**src/hdl/mmfa_pkg.sv**
```systemverilog
// shared types and constants for the max-min fair block allocator
package mmfa_pkg;

    localparam int MAX_TENANTS = 32;
    localparam int DEMAND_BITS = 16;
    localparam int ID_W        = 5;
    localparam int IDX_W       = $clog2(MAX_TENANTS);
    localparam int CNT_W       = $clog2(MAX_TENANTS + 1);
    localparam int TOTAL_W     = 20;
    localparam int SUM_W       = DEMAND_BITS + IDX_W + 1;
    localparam int LEFT_W      = (SUM_W > TOTAL_W) ? SUM_W : TOTAL_W;
    localparam int ENTRY_W     = 2 * DEMAND_BITS;

    localparam logic [2:0] ACT_ADD      = 3'd0;
    localparam logic [2:0] ACT_REMOVE   = 3'd1;
    localparam logic [2:0] ACT_SET      = 3'd2;
    localparam logic [2:0] ACT_ALLOCATE = 3'd3;
    localparam logic [2:0] ACT_READ     = 3'd4;

    localparam logic [0:0] REG_TOTAL_BLOCKS = 1'd0;

    typedef struct packed {
        logic [2:0]  action;
        logic [4:0]  tenant_id;
        logic [15:0] demand;
    } mmfa_in_t;

    typedef struct packed {
        logic        status;
        logic        present;
        logic [15:0] tenant_demand;
        logic [15:0] tenant_allocation;
    } mmfa_out_t;

endpackage

```
**src/hdl/mmfa_ram.sv**
```systemverilog
// generic single-port ram with registered read
module mmfa_ram #(
    parameter int WIDTH = 8,
    parameter int DEPTH = 32
) (
    input  logic                     clk,
    input  logic                     we,
    input  logic [$clog2(DEPTH)-1:0] addr,
    input  logic [WIDTH-1:0]         wdata,
    output logic [WIDTH-1:0]         rdata
);
    logic [WIDTH-1:0] mem [DEPTH];

    always_ff @(posedge clk)
    begin
        if (we)
        begin
            mem[addr] <= wdata;
        end
        rdata <= mem[addr];
    end
endmodule

```
**src/hdl/mmfa_div.sv**
```systemverilog
// iterative restoring divider, one quotient bit per cycle
module mmfa_div
(
    input  logic                       clk,
    input  logic                       rst_n,
    input  logic                       start,
    input  logic [mmfa_pkg::LEFT_W-1:0] dividend,
    input  logic [mmfa_pkg::CNT_W-1:0]  divisor,
    output logic                       done,
    output logic [mmfa_pkg::LEFT_W-1:0] quotient
);
    import mmfa_pkg::*;

    localparam int BIT_W = $clog2(LEFT_W + 1);

    logic [LEFT_W-1:0] quo_reg;
    logic [CNT_W:0]    rem_reg;
    logic [CNT_W-1:0]  dsr_reg;
    logic [BIT_W-1:0]  bit_reg;
    logic              run_reg;
    logic              done_reg;
    logic [CNT_W:0]    trial;

    assign trial    = {rem_reg[CNT_W-1:0], quo_reg[LEFT_W-1]};
    assign done     = done_reg;
    assign quotient = quo_reg;

    always_ff @(posedge clk or negedge rst_n)
    begin
        if (!rst_n)
        begin
            run_reg  <= 1'b0;
            done_reg <= 1'b0;
        end
        else
        begin
            done_reg <= 1'b0;
            if (start)
            begin
                run_reg <= 1'b1;
            end
            else if (run_reg && bit_reg == BIT_W'(1))
            begin
                run_reg  <= 1'b0;
                done_reg <= 1'b1;
            end
        end
    end

    always_ff @(posedge clk)
    begin
        if (start)
        begin
            quo_reg <= dividend;
            rem_reg <= '0;
            dsr_reg <= divisor;
            bit_reg <= BIT_W'(LEFT_W);
        end
        else if (run_reg)
        begin
            bit_reg <= bit_reg - BIT_W'(1);
            if (trial >= {1'b0, dsr_reg})
            begin
                rem_reg <= trial - {1'b0, dsr_reg};
                quo_reg <= {quo_reg[LEFT_W-2:0], 1'b1};
            end
            else
            begin
                rem_reg <= trial;
                quo_reg <= {quo_reg[LEFT_W-2:0], 1'b0};
            end
        end
    end
endmodule

```
**src/hdl/max_min_fair_block_allocator.sv**
```systemverilog
// top level of the max-min fair block allocator
//
// usage: pulse start with an item on in while busy is low; the block raises
// busy and, when the item is done, shows the result on out for one cycle with
// done high. results cannot be held off and need no acknowledge.
// table edits (add, remove, set demand) and reads pass through the ram read,
// modify and write back and result register, then the cycle that shows the
// result with busy already low.
// allocate with supply covering total demand runs one write pass (read, then
// write back, per tenant) before giving its result. otherwise each
// water-filling round costs a scan and a divide, the last scan and the write
// pass follow, and each leftover block costs a search and write; the number
// of rounds and of leftover blocks, at most MAX_TENANTS each, sets the time.
// total_blocks is to be written over the apb port only while the block is idle;
// the block itself does not enforce it. reads of paddr 0 return it.
// reset clears the control state and the present marks; tenant entries are
// kept in one ram of demand and allocation, cleared by a pass over every
// entry after reset during which busy stays high.
module max_min_fair_block_allocator
(
    input  logic             clk,
    input  logic             rst_n,
    input  logic             start,
    output logic             busy,
    input  mmfa_pkg::mmfa_in_t  in,
    output logic             done,
    output mmfa_pkg::mmfa_out_t out,
    input  logic             psel,
    input  logic             penable,
    input  logic             pwrite,
    input  logic [1:0]       paddr,
    input  logic [31:0]      pwdata,
    output logic [31:0]      prdata,
    output logic             pready
);
    import mmfa_pkg::*;

    typedef enum logic [3:0] {
        S_CLEAR, S_IDLE, S_RD, S_MOD, S_SCAN, S_DIV, S_FILL, S_EXTRA, S_DONE
    } state_t;

    state_t                 state_reg;
    logic [MAX_TENANTS-1:0] pres_reg;
    logic [SUM_W-1:0]       sum_reg;
    logic [TOTAL_W-1:0]     total_reg;
    mmfa_in_t               item_reg;
    mmfa_out_t              out_reg;
    logic                   done_reg;
    logic [CNT_W-1:0]       idx_reg;
    logic                   rd_vld_reg;
    logic [IDX_W-1:0]       rd_idx_reg;
    logic [LEFT_W-1:0]      level_reg;
    logic [LEFT_W-1:0]      left_reg;
    logic [CNT_W-1:0]       n_reg;
    logic [DEMAND_BITS-1:0] gap_reg;
    logic [MAX_TENANTS-1:0] given_reg;
    logic                   best_vld_reg;
    logic [IDX_W-1:0]       best_reg;
    logic [DEMAND_BITS-1:0] best_dem_reg;
    logic                   full_reg;

    logic                   we;
    logic [IDX_W-1:0]       addr;
    logic [ENTRY_W-1:0]     wdata;
    logic [ENTRY_W-1:0]     rdata;
    logic [DEMAND_BITS-1:0] rd_dem;
    logic [DEMAND_BITS-1:0] rd_alc;
    logic                   div_start;
    logic                   div_done;
    logic [LEFT_W-1:0]      div_q;
    logic [IDX_W-1:0]       cur_id;
    logic                   scan_last;
    logic                   above;
    logic [LEFT_W-1:0]      g_full;
    logic [LEFT_W-1:0]      step;
    logic [DEMAND_BITS-1:0] dem_in;
    logic [DEMAND_BITS-1:0] lvl_clip;

    assign rd_dem   = rdata[ENTRY_W-1:DEMAND_BITS];
    assign rd_alc   = rdata[DEMAND_BITS-1:0];
    assign cur_id   = item_reg.tenant_id[IDX_W-1:0];
    assign dem_in   = item_reg.demand[DEMAND_BITS-1:0];
    assign busy     = (state_reg != S_IDLE);
    assign done     = done_reg;
    assign out      = out_reg;
    assign pready   = 1'b1;
    assign prdata   = (paddr[1:0] == {REG_TOTAL_BLOCKS, 1'b0}) ? 32'(total_reg) : 32'd0;
    assign scan_last = (idx_reg == CNT_W'(MAX_TENANTS));
    assign above    = pres_reg[rd_idx_reg] && (LEFT_W'(rd_dem) > level_reg);
    assign g_full   = LEFT_W'(rd_dem) - level_reg;
    assign step     = (LEFT_W'(gap_reg) < div_q) ? LEFT_W'(gap_reg) : div_q;
    assign lvl_clip = DEMAND_BITS'(level_reg);

    mmfa_ram #(.WIDTH(ENTRY_W), .DEPTH(MAX_TENANTS)) u_ram (
        .clk   (clk),
        .we    (we),
        .addr  (addr),
        .wdata (wdata),
        .rdata (rdata)
    );

    mmfa_div u_div (
        .clk      (clk),
        .rst_n    (rst_n),
        .start    (div_start),
        .dividend (left_reg),
        .divisor  (n_reg),
        .done     (div_done),
        .quotient (div_q)
    );

    always_comb
    begin
        we        = 1'b0;
        addr      = idx_reg[IDX_W-1:0];
        wdata     = '0;
        div_start = 1'b0;
        unique case (state_reg)
            S_CLEAR:
            begin
                we = 1'b1;
            end
            S_RD:
            begin
                addr = cur_id;
            end
            S_MOD:
            begin
                addr = cur_id;
                unique case (item_reg.action)
                    ACT_ADD:
                    begin
                        we = 1'b1;
                    end
                    ACT_REMOVE:
                    begin
                        we = pres_reg[cur_id];
                    end
                    ACT_SET:
                    begin
                        we    = 1'b1;
                        wdata = {dem_in, pres_reg[cur_id] ? rd_alc : DEMAND_BITS'(0)};
                    end
                    default:
                    begin
                        we = 1'b0;
                    end
                endcase
            end
            S_FILL:
            begin
                if (rd_vld_reg)
                begin
                    addr = rd_idx_reg;
                    we   = 1'b1;
                    if (!pres_reg[rd_idx_reg])
                    begin
                        wdata = '0;
                    end
                    else if (full_reg || LEFT_W'(rd_dem) < level_reg)
                    begin
                        wdata = {rd_dem, rd_dem};
                    end
                    else
                    begin
                        wdata = {rd_dem, lvl_clip};
                    end
                end
            end
            S_EXTRA:
            begin
                if (scan_last && rd_vld_reg)
                begin
                    addr = rd_idx_reg;
                end
                if (idx_reg == CNT_W'(MAX_TENANTS + 1))
                begin
                    addr  = best_reg;
                    we    = best_vld_reg;
                    wdata = {best_dem_reg, DEMAND_BITS'(level_reg + LEFT_W'(1))};
                end
            end
            S_DIV:
            begin
                div_start = (idx_reg == '0);
            end
            default:
            begin
                we = 1'b0;
            end
        endcase
    end

    always_ff @(posedge clk or negedge rst_n)
    begin
        if (!rst_n)
        begin
            state_reg    <= S_CLEAR;
            pres_reg     <= '0;
            sum_reg      <= '0;
            total_reg    <= '0;
            done_reg     <= 1'b0;
            idx_reg      <= '0;
            rd_vld_reg   <= 1'b0;
            rd_idx_reg   <= '0;
            level_reg    <= '0;
            left_reg     <= '0;
            n_reg        <= '0;
            gap_reg      <= '0;
            given_reg    <= '0;
            best_vld_reg <= 1'b0;
            best_reg     <= '0;
            best_dem_reg <= '0;
            full_reg     <= 1'b0;
            item_reg     <= '0;
            out_reg      <= '0;
        end
        else
        begin
            done_reg <= 1'b0;
            if (psel && penable && pwrite && paddr == {REG_TOTAL_BLOCKS, 1'b0})
            begin
                total_reg <= pwdata[TOTAL_W-1:0];
            end
            unique case (state_reg)
                S_CLEAR:
                begin
                    idx_reg <= idx_reg + CNT_W'(1);
                    if (idx_reg == CNT_W'(MAX_TENANTS - 1))
                    begin
                        idx_reg   <= '0;
                        state_reg <= S_IDLE;
                    end
                end
                S_IDLE:
                begin
                    if (start)
                    begin
                        item_reg <= in;
                        if (in.action == ACT_ALLOCATE)
                        begin
                            level_reg  <= '0;
                            left_reg   <= LEFT_W'(total_reg);
                            full_reg   <= (LEFT_W'(total_reg) >= LEFT_W'(sum_reg));
                            given_reg  <= '0;
                            idx_reg    <= '0;
                            rd_vld_reg <= 1'b0;
                            n_reg      <= '0;
                            gap_reg    <= '0;
                            if (LEFT_W'(total_reg) >= LEFT_W'(sum_reg))
                            begin
                                state_reg <= S_FILL;
                            end
                            else
                            begin
                                state_reg <= S_SCAN;
                            end
                        end
                        else
                        begin
                            state_reg <= S_RD;
                        end
                    end
                end
                S_SCAN:
                begin
                    if (!scan_last)
                    begin
                        idx_reg <= idx_reg + CNT_W'(1);
                    end
                    rd_vld_reg <= !scan_last;
                    rd_idx_reg <= idx_reg[IDX_W-1:0];
                    if (rd_vld_reg && above)
                    begin
                        n_reg <= n_reg + CNT_W'(1);
                        if (n_reg == '0 || DEMAND_BITS'(g_full) < gap_reg)
                        begin
                            gap_reg <= DEMAND_BITS'(g_full);
                        end
                    end
                    if (scan_last && !rd_vld_reg)
                    begin
                        idx_reg <= '0;
                        if (n_reg == '0 || left_reg < LEFT_W'(n_reg))
                        begin
                            state_reg <= S_FILL;
                        end
                        else
                        begin
                            state_reg <= S_DIV;
                        end
                    end
                end
                S_DIV:
                begin
                    idx_reg <= CNT_W'(1);
                    if (div_done)
                    begin
                        level_reg <= level_reg + step;
                        left_reg  <= left_reg - LEFT_W'(n_reg) * step;
                        n_reg     <= '0;
                        gap_reg   <= '0;
                        idx_reg   <= '0;
                        state_reg <= S_SCAN;
                    end
                end
                S_FILL:
                begin
                    // read one entry, write it back the next cycle
                    if (rd_vld_reg)
                    begin
                        rd_vld_reg <= 1'b0;
                    end
                    else if (!scan_last)
                    begin
                        idx_reg    <= idx_reg + CNT_W'(1);
                        rd_vld_reg <= 1'b1;
                        rd_idx_reg <= idx_reg[IDX_W-1:0];
                    end
                    else
                    begin
                        idx_reg      <= '0;
                        best_vld_reg <= 1'b0;
                        if (full_reg || left_reg == '0)
                        begin
                            state_reg <= S_RD;
                        end
                        else
                        begin
                            state_reg <= S_EXTRA;
                        end
                    end
                end
                S_EXTRA:
                begin
                    if (idx_reg == CNT_W'(MAX_TENANTS + 1))
                    begin
                        idx_reg      <= '0;
                        rd_vld_reg   <= 1'b0;
                        best_vld_reg <= 1'b0;
                        if (best_vld_reg)
                        begin
                            given_reg[best_reg] <= 1'b1;
                            left_reg <= left_reg - LEFT_W'(1);
                        end
                        if (!best_vld_reg || left_reg == LEFT_W'(1))
                        begin
                            state_reg <= S_RD;
                        end
                    end
                    else
                    begin
                        if (!scan_last)
                        begin
                            idx_reg <= idx_reg + CNT_W'(1);
                        end
                        else if (!rd_vld_reg)
                        begin
                            idx_reg <= CNT_W'(MAX_TENANTS + 1);
                        end
                        rd_vld_reg <= !scan_last;
                        rd_idx_reg <= idx_reg[IDX_W-1:0];
                        if (rd_vld_reg && above && !given_reg[rd_idx_reg]
                            && (!best_vld_reg || rd_dem < best_dem_reg))
                        begin
                            best_vld_reg <= 1'b1;
                            best_reg     <= rd_idx_reg;
                            best_dem_reg <= rd_dem;
                        end
                    end
                end
                S_RD:
                begin
                    state_reg <= S_MOD;
                end
                S_MOD:
                begin
                    state_reg <= S_DONE;
                    out_reg.status <= 1'b0;
                    out_reg.present <= pres_reg[cur_id];
                    out_reg.tenant_demand <= pres_reg[cur_id] ? rd_dem : '0;
                    out_reg.tenant_allocation <= pres_reg[cur_id] ? rd_alc : '0;
                    unique case (item_reg.action)
                        ACT_ADD:
                        begin
                            if (pres_reg[cur_id])
                            begin
                                sum_reg <= sum_reg - SUM_W'(rd_dem);
                            end
                            pres_reg[cur_id] <= 1'b1;
                            out_reg.present <= 1'b1;
                            out_reg.tenant_demand <= '0;
                            out_reg.tenant_allocation <= '0;
                        end
                        ACT_REMOVE:
                        begin
                            if (pres_reg[cur_id])
                            begin
                                sum_reg <= sum_reg - SUM_W'(rd_dem);
                                pres_reg[cur_id] <= 1'b0;
                                out_reg.present <= 1'b0;
                                out_reg.tenant_demand <= '0;
                                out_reg.tenant_allocation <= '0;
                            end
                            else
                            begin
                                out_reg.status <= 1'b1;
                            end
                        end
                        ACT_SET:
                        begin
                            sum_reg <= sum_reg + SUM_W'(dem_in)
                                - (pres_reg[cur_id] ? SUM_W'(rd_dem) : SUM_W'(0));
                            pres_reg[cur_id] <= 1'b1;
                            out_reg.present <= 1'b1;
                            out_reg.tenant_demand <= dem_in;
                            out_reg.tenant_allocation <=
                                pres_reg[cur_id] ? rd_alc : '0;
                        end
                        ACT_READ:
                        begin
                            out_reg.status <= !pres_reg[cur_id];
                        end
                        default:
                        begin
                            out_reg.status <= 1'b0;
                        end
                    endcase
                end
                S_DONE:
                begin
                    done_reg  <= 1'b1;
                    state_reg <= S_IDLE;
                end
                default:
                begin
                    state_reg <= S_IDLE;
                end
            endcase
        end
    end
endmodule

```
**config.mk**
```make
export PLATFORM = sky130hd
export DESIGN_NAME = max_min_fair_block_allocator
export DESIGN_NICKNAME = d
export VERILOG_FILES = /design/src/hdl/mmfa_pkg.sv /design/src/hdl/mmfa_ram.sv /design/src/hdl/mmfa_div.sv /design/src/hdl/max_min_fair_block_allocator.sv
export SDC_FILE = /design/constraint.sdc
export NUM_CORES = 2
export LEC_CHECK = 0
export BUFFER_PORTS_ARGS = -buffer_cell sky130_fd_sc_hd__buf_2
export CORE_MARGIN = 2
export CORE_UTILIZATION = 54
export DETAILED_ROUTE_END_ITERATION = 10
export PLACE_DENSITY_LB_ADDON = 0.08
export SLEW_MARGIN = 10
export SYNTH_ARGS = -nofsm -noshare
export SYNTH_HDL_FRONTEND = slang
export SYNTH_HIERARCHICAL = 1
export SYNTH_SLANG_ARGS = --single-unit
```
**constraint.sdc**
```tcl
create_clock -name clk -period 13.95 [get_ports clk]
set_input_delay 2.0925 -clock clk [delete_from_list [all_inputs] [get_ports clk]]
set_output_delay 2.0925 -clock clk [all_outputs]
set_load 0.1 [all_outputs]
```
==> flow_metrics.tcl <==
set metrics [dict create \
    relSlewSlack_pct 17.6 \
    dieHeight_um 351 \
    first_pass_iters 7 \
    cpPeakStageDelay_ns 0.59 \
    drc 0 \
    layout_commonest_cell "edfxtp_1" \
    fillCellCount 9531 \
    clockPowerShare_pct 24.0 \
    cp-end-kind "flip-flop" \
    syn_inst 4929 \
    final_cell_mix "1052 x edfxtp_1, 539 x mux2i_1, 327 x inv_1" \
    yosysWarningCount 6 \
    finalSetupViolCount 0 \
    total_switching_power_mw 6.23 \
    clkTransAtPathRegs_ns 0.06 \
    finClkSkew_ns 0.0313 \
    p_sw_share_pct 39.5 \
    grt_usage_pct 27.5 \
    critPathSlowestCell "o311ai_0" \
    max-cap-violations 0 \
    vdd_drop_max_mv 0.235 \
    cts_root_buf "clkbuf_16" \
    whs_ns 0.481 \
    synth_flop_cell "edfxtp_1" \
    powerDensity_mw_per_mm2 218 \
    io_buffer_count 107 \
    area_growth_pct 11.2 \
    avgSynthCellArea_sq_um 13.2 \
    layout-drive-gt1-share_pct 11.8 \
    fmax_ghz 0.128 \
    hold_path.class "flip-flop to flip-flop" \
    rsz0062_at_grt "no" \
    status "finished, final reports clean" \
    cp_max_fo 18 \
    synth_xor_area_share_pct 1.48 \
    ctsResizeCount 0 \
    io_pins 133 \
    worst_pin_slew_ns 1.23 \
    drtIter0Drc 3985 \
    largest_register_ff_count 1024 \
    required_ns 14.58 \
    syn-cell-area_sq_mm 0.0651 \
    post_cts_buffers 0 \
    comb_power_share_pct 41.8 \
    synth-seq-area-share_pct 60.3 \
    vias 40800 \
    synth_compound_area_share_pct 9.48 \
    fin_crit_sh_pct 56.1 \
    yosys_register_bits 1367 \
    synth_top_family_by_area "multiplexers" \
    setup_tns_ns 0 \
    gr-total-overflow 0 \
    grt_pass1_vias 40200 \
    internal_power_mw 9.54 \
    min_period_ns 7.82 \
    clock_latency_ns 0.80 \
    nets 5419 \
    die_area_sq_mm 0.123 \
    synth_edf_count 1052 \
    seq_power_share_pct 34.2 \
    num_rows 127 \
    arrival_ns 8.45 \
    routabilityCongestion 0.891 \
    die_x_um 351 \
    hold_buffers 0 \
    maxSlewViolCount 0 \
    hold_viol_final 0 \
    synthMuxAreaShare_pct 10.6 \
    clock_sinks 1367 \
    synth-simple-area-share_pct 7.14 \
    cp_num_buf_inv 5 \
    synth_cell_type_count 91 \
    clock_path_buffers 3 \
    ys_async_sr_fraction_pct 19.9 \
    avgRoutedWirePerCell_um 24.8 \
    antenna_found_initial 2 \
    synth_fa_ha_area_share_pct 7.08 \
    crit_type "flip-flop to flip-flop" \
    cts_tree "built" \
    wirelength_mm 168 \
    start_util_pct 54.3 \
    postRouteAntennaNets 0 \
    grt_max_degree 163 \
    cts_htree_levels 4 \
    critPathTopFamily "compound AO/OA/AOI/OAI gates" \
    cts_buffers 144 \
    dp_hpwl_mm 105 \
    avgViaCountPerCell 6.02 \
    core-area_sq_mm 0.120 \
    p_leak_nw 25.9 \
    start_kind "flip-flop" \
    grt_pass1_wl_mm 252 \
]
per-layer routing:
layer / vias to the layer above / share of wire, % / track usage (%)
met4: 0 / 3.7 / 10.3
met1: 20500 / 42 / 36.4
met5: - / 0 / 0
met2: 1315 / 48 / 45.7
li1: 18700 / - / -
met3: 292 / 6.3 / 4.62
through the flow:
stage	worst slack [ns]	instance area [sq um]	util, %	cells	power, mW
after floorplan	7.38	65200	-	4960	10.2
after global placement	6.20	67700	56.5	6516	11.9
after detailed placement	6.11	67700	56.5	6516	12.0
after CTS	6.12	72300	60.4	6773	15.8
after global routing	5.37	72400	60.4	6773	16.7
final	6.13	72400	60.4	6775	15.8
power by group through the flow:
stage,combinational [mW],sequential (mW),clock (mW)
after floorplan,4.74,5.43,0
after global placement,6.45,5.46,0
after detailed placement,6.53,5.47,0
after CTS,6.56,5.40,3.84
after global routing,7.22,5.45,4.01
final,6.60,5.40,3.78
cell families (layout without fill, tap and decap cells):
kind of cell	after synthesis	in the layout
other cells	2	35
mux	646	646
compound gates	960	960
simple gates	948	948
fa+ha+maj	305	305
buf+inv	591	792
xor+xnor	110	110
flops	1367	1367
synth_stat cells, types with 54 or more instances:
master / count / area share (%)
a21o_1: 54 / 0.62
a21oi_1: 167 / 1.3
buf_2: 102 / 0.78
clkbuf_1: 119 / 0.69
dfrtp_1: 272 / 10
edfxtp_1: 1052 / 49
fa_1: 106 / 3.3
ha_1: 199 / 3.8
inv_1: 327 / 1.9
mux2_2: 74 / 1.3
mux2i_1: 539 / 8.3
nand2_1: 308 / 1.8
nand3_1: 57 / 0.44
nor2_1: 217 / 1.3
nor3_1: 58 / 0.45
nor4_1: 76 / 0.73
o21ai_0: 186 / 1.4
o22ai_1: 270 / 2.6
xnor2_1: 82 / 1.1
path summary, 6_finish.rpt:
kind,from,to,slack [ns],cells after the start
setup / recovery,u_div/quotient[1],left_reg[21],6.13,27
hold / removal,u_ram/rdata[1],out[1],0.48,1
setup reg to reg,u_div/quotient[1],left_reg[21],6.13,27
hold reg to reg,u_ram/rdata[1],out[1],0.48,1
min in group asynchronous,rst_n,asynchronous set/reset pin,1.32,1
max in group asynchronous,rst_n,out[14],11.16,2
area by class of cell:
| type | instances | area, sq um | share of cell area [%] |
|---|---|---|---|
| Antenna cell | 2 | 5.00 | 0.00691 |
| Clock buffer | 195 | 3950 | 5.46 |
| Clock inverter | 62 | 709 | 0.980 |
| Inverter | 328 | 1230 | 1.70 |
| Multi-Input combinational cell | 3002 | 23900 | 33.0 |
| Sequential cell | 1367 | 39300 | 54.2 |
| Tap cell | 1612 | 2020 | 2.79 |
| Timing Repair Buffer | 207 | 1330 | 1.84 |
worst register-to-register path, cell delays in order, from the launching register on:
cell and delay [ns]:
edfxtp_1 0.37, inv_1 0.05, ha_1 0.27, a21o_1 0.10, a21o_1 0.11, a21oi_1 0.06, o21ai_0 0.29, a21o_1 0.41
buf_4 0.30, mux2i_1 0.53, inv_1 0.24, nand2_1 0.15, fa_1 0.44, fa_1 0.53, fa_1 0.56, inv_1 0.05
fa_1 0.49, inv_1 0.04, ha_1 0.33, and3_1 0.21, a21boi_0 0.18, o311ai_0 0.59, a21oi_1 0.23, a221oi_1 0.42
o21ai_0 0.22, o21ai_0 0.24, mux2i_1 0.20, o21ai_0 0.09
No activity file was read; power rests on OpenSTA's default activity.
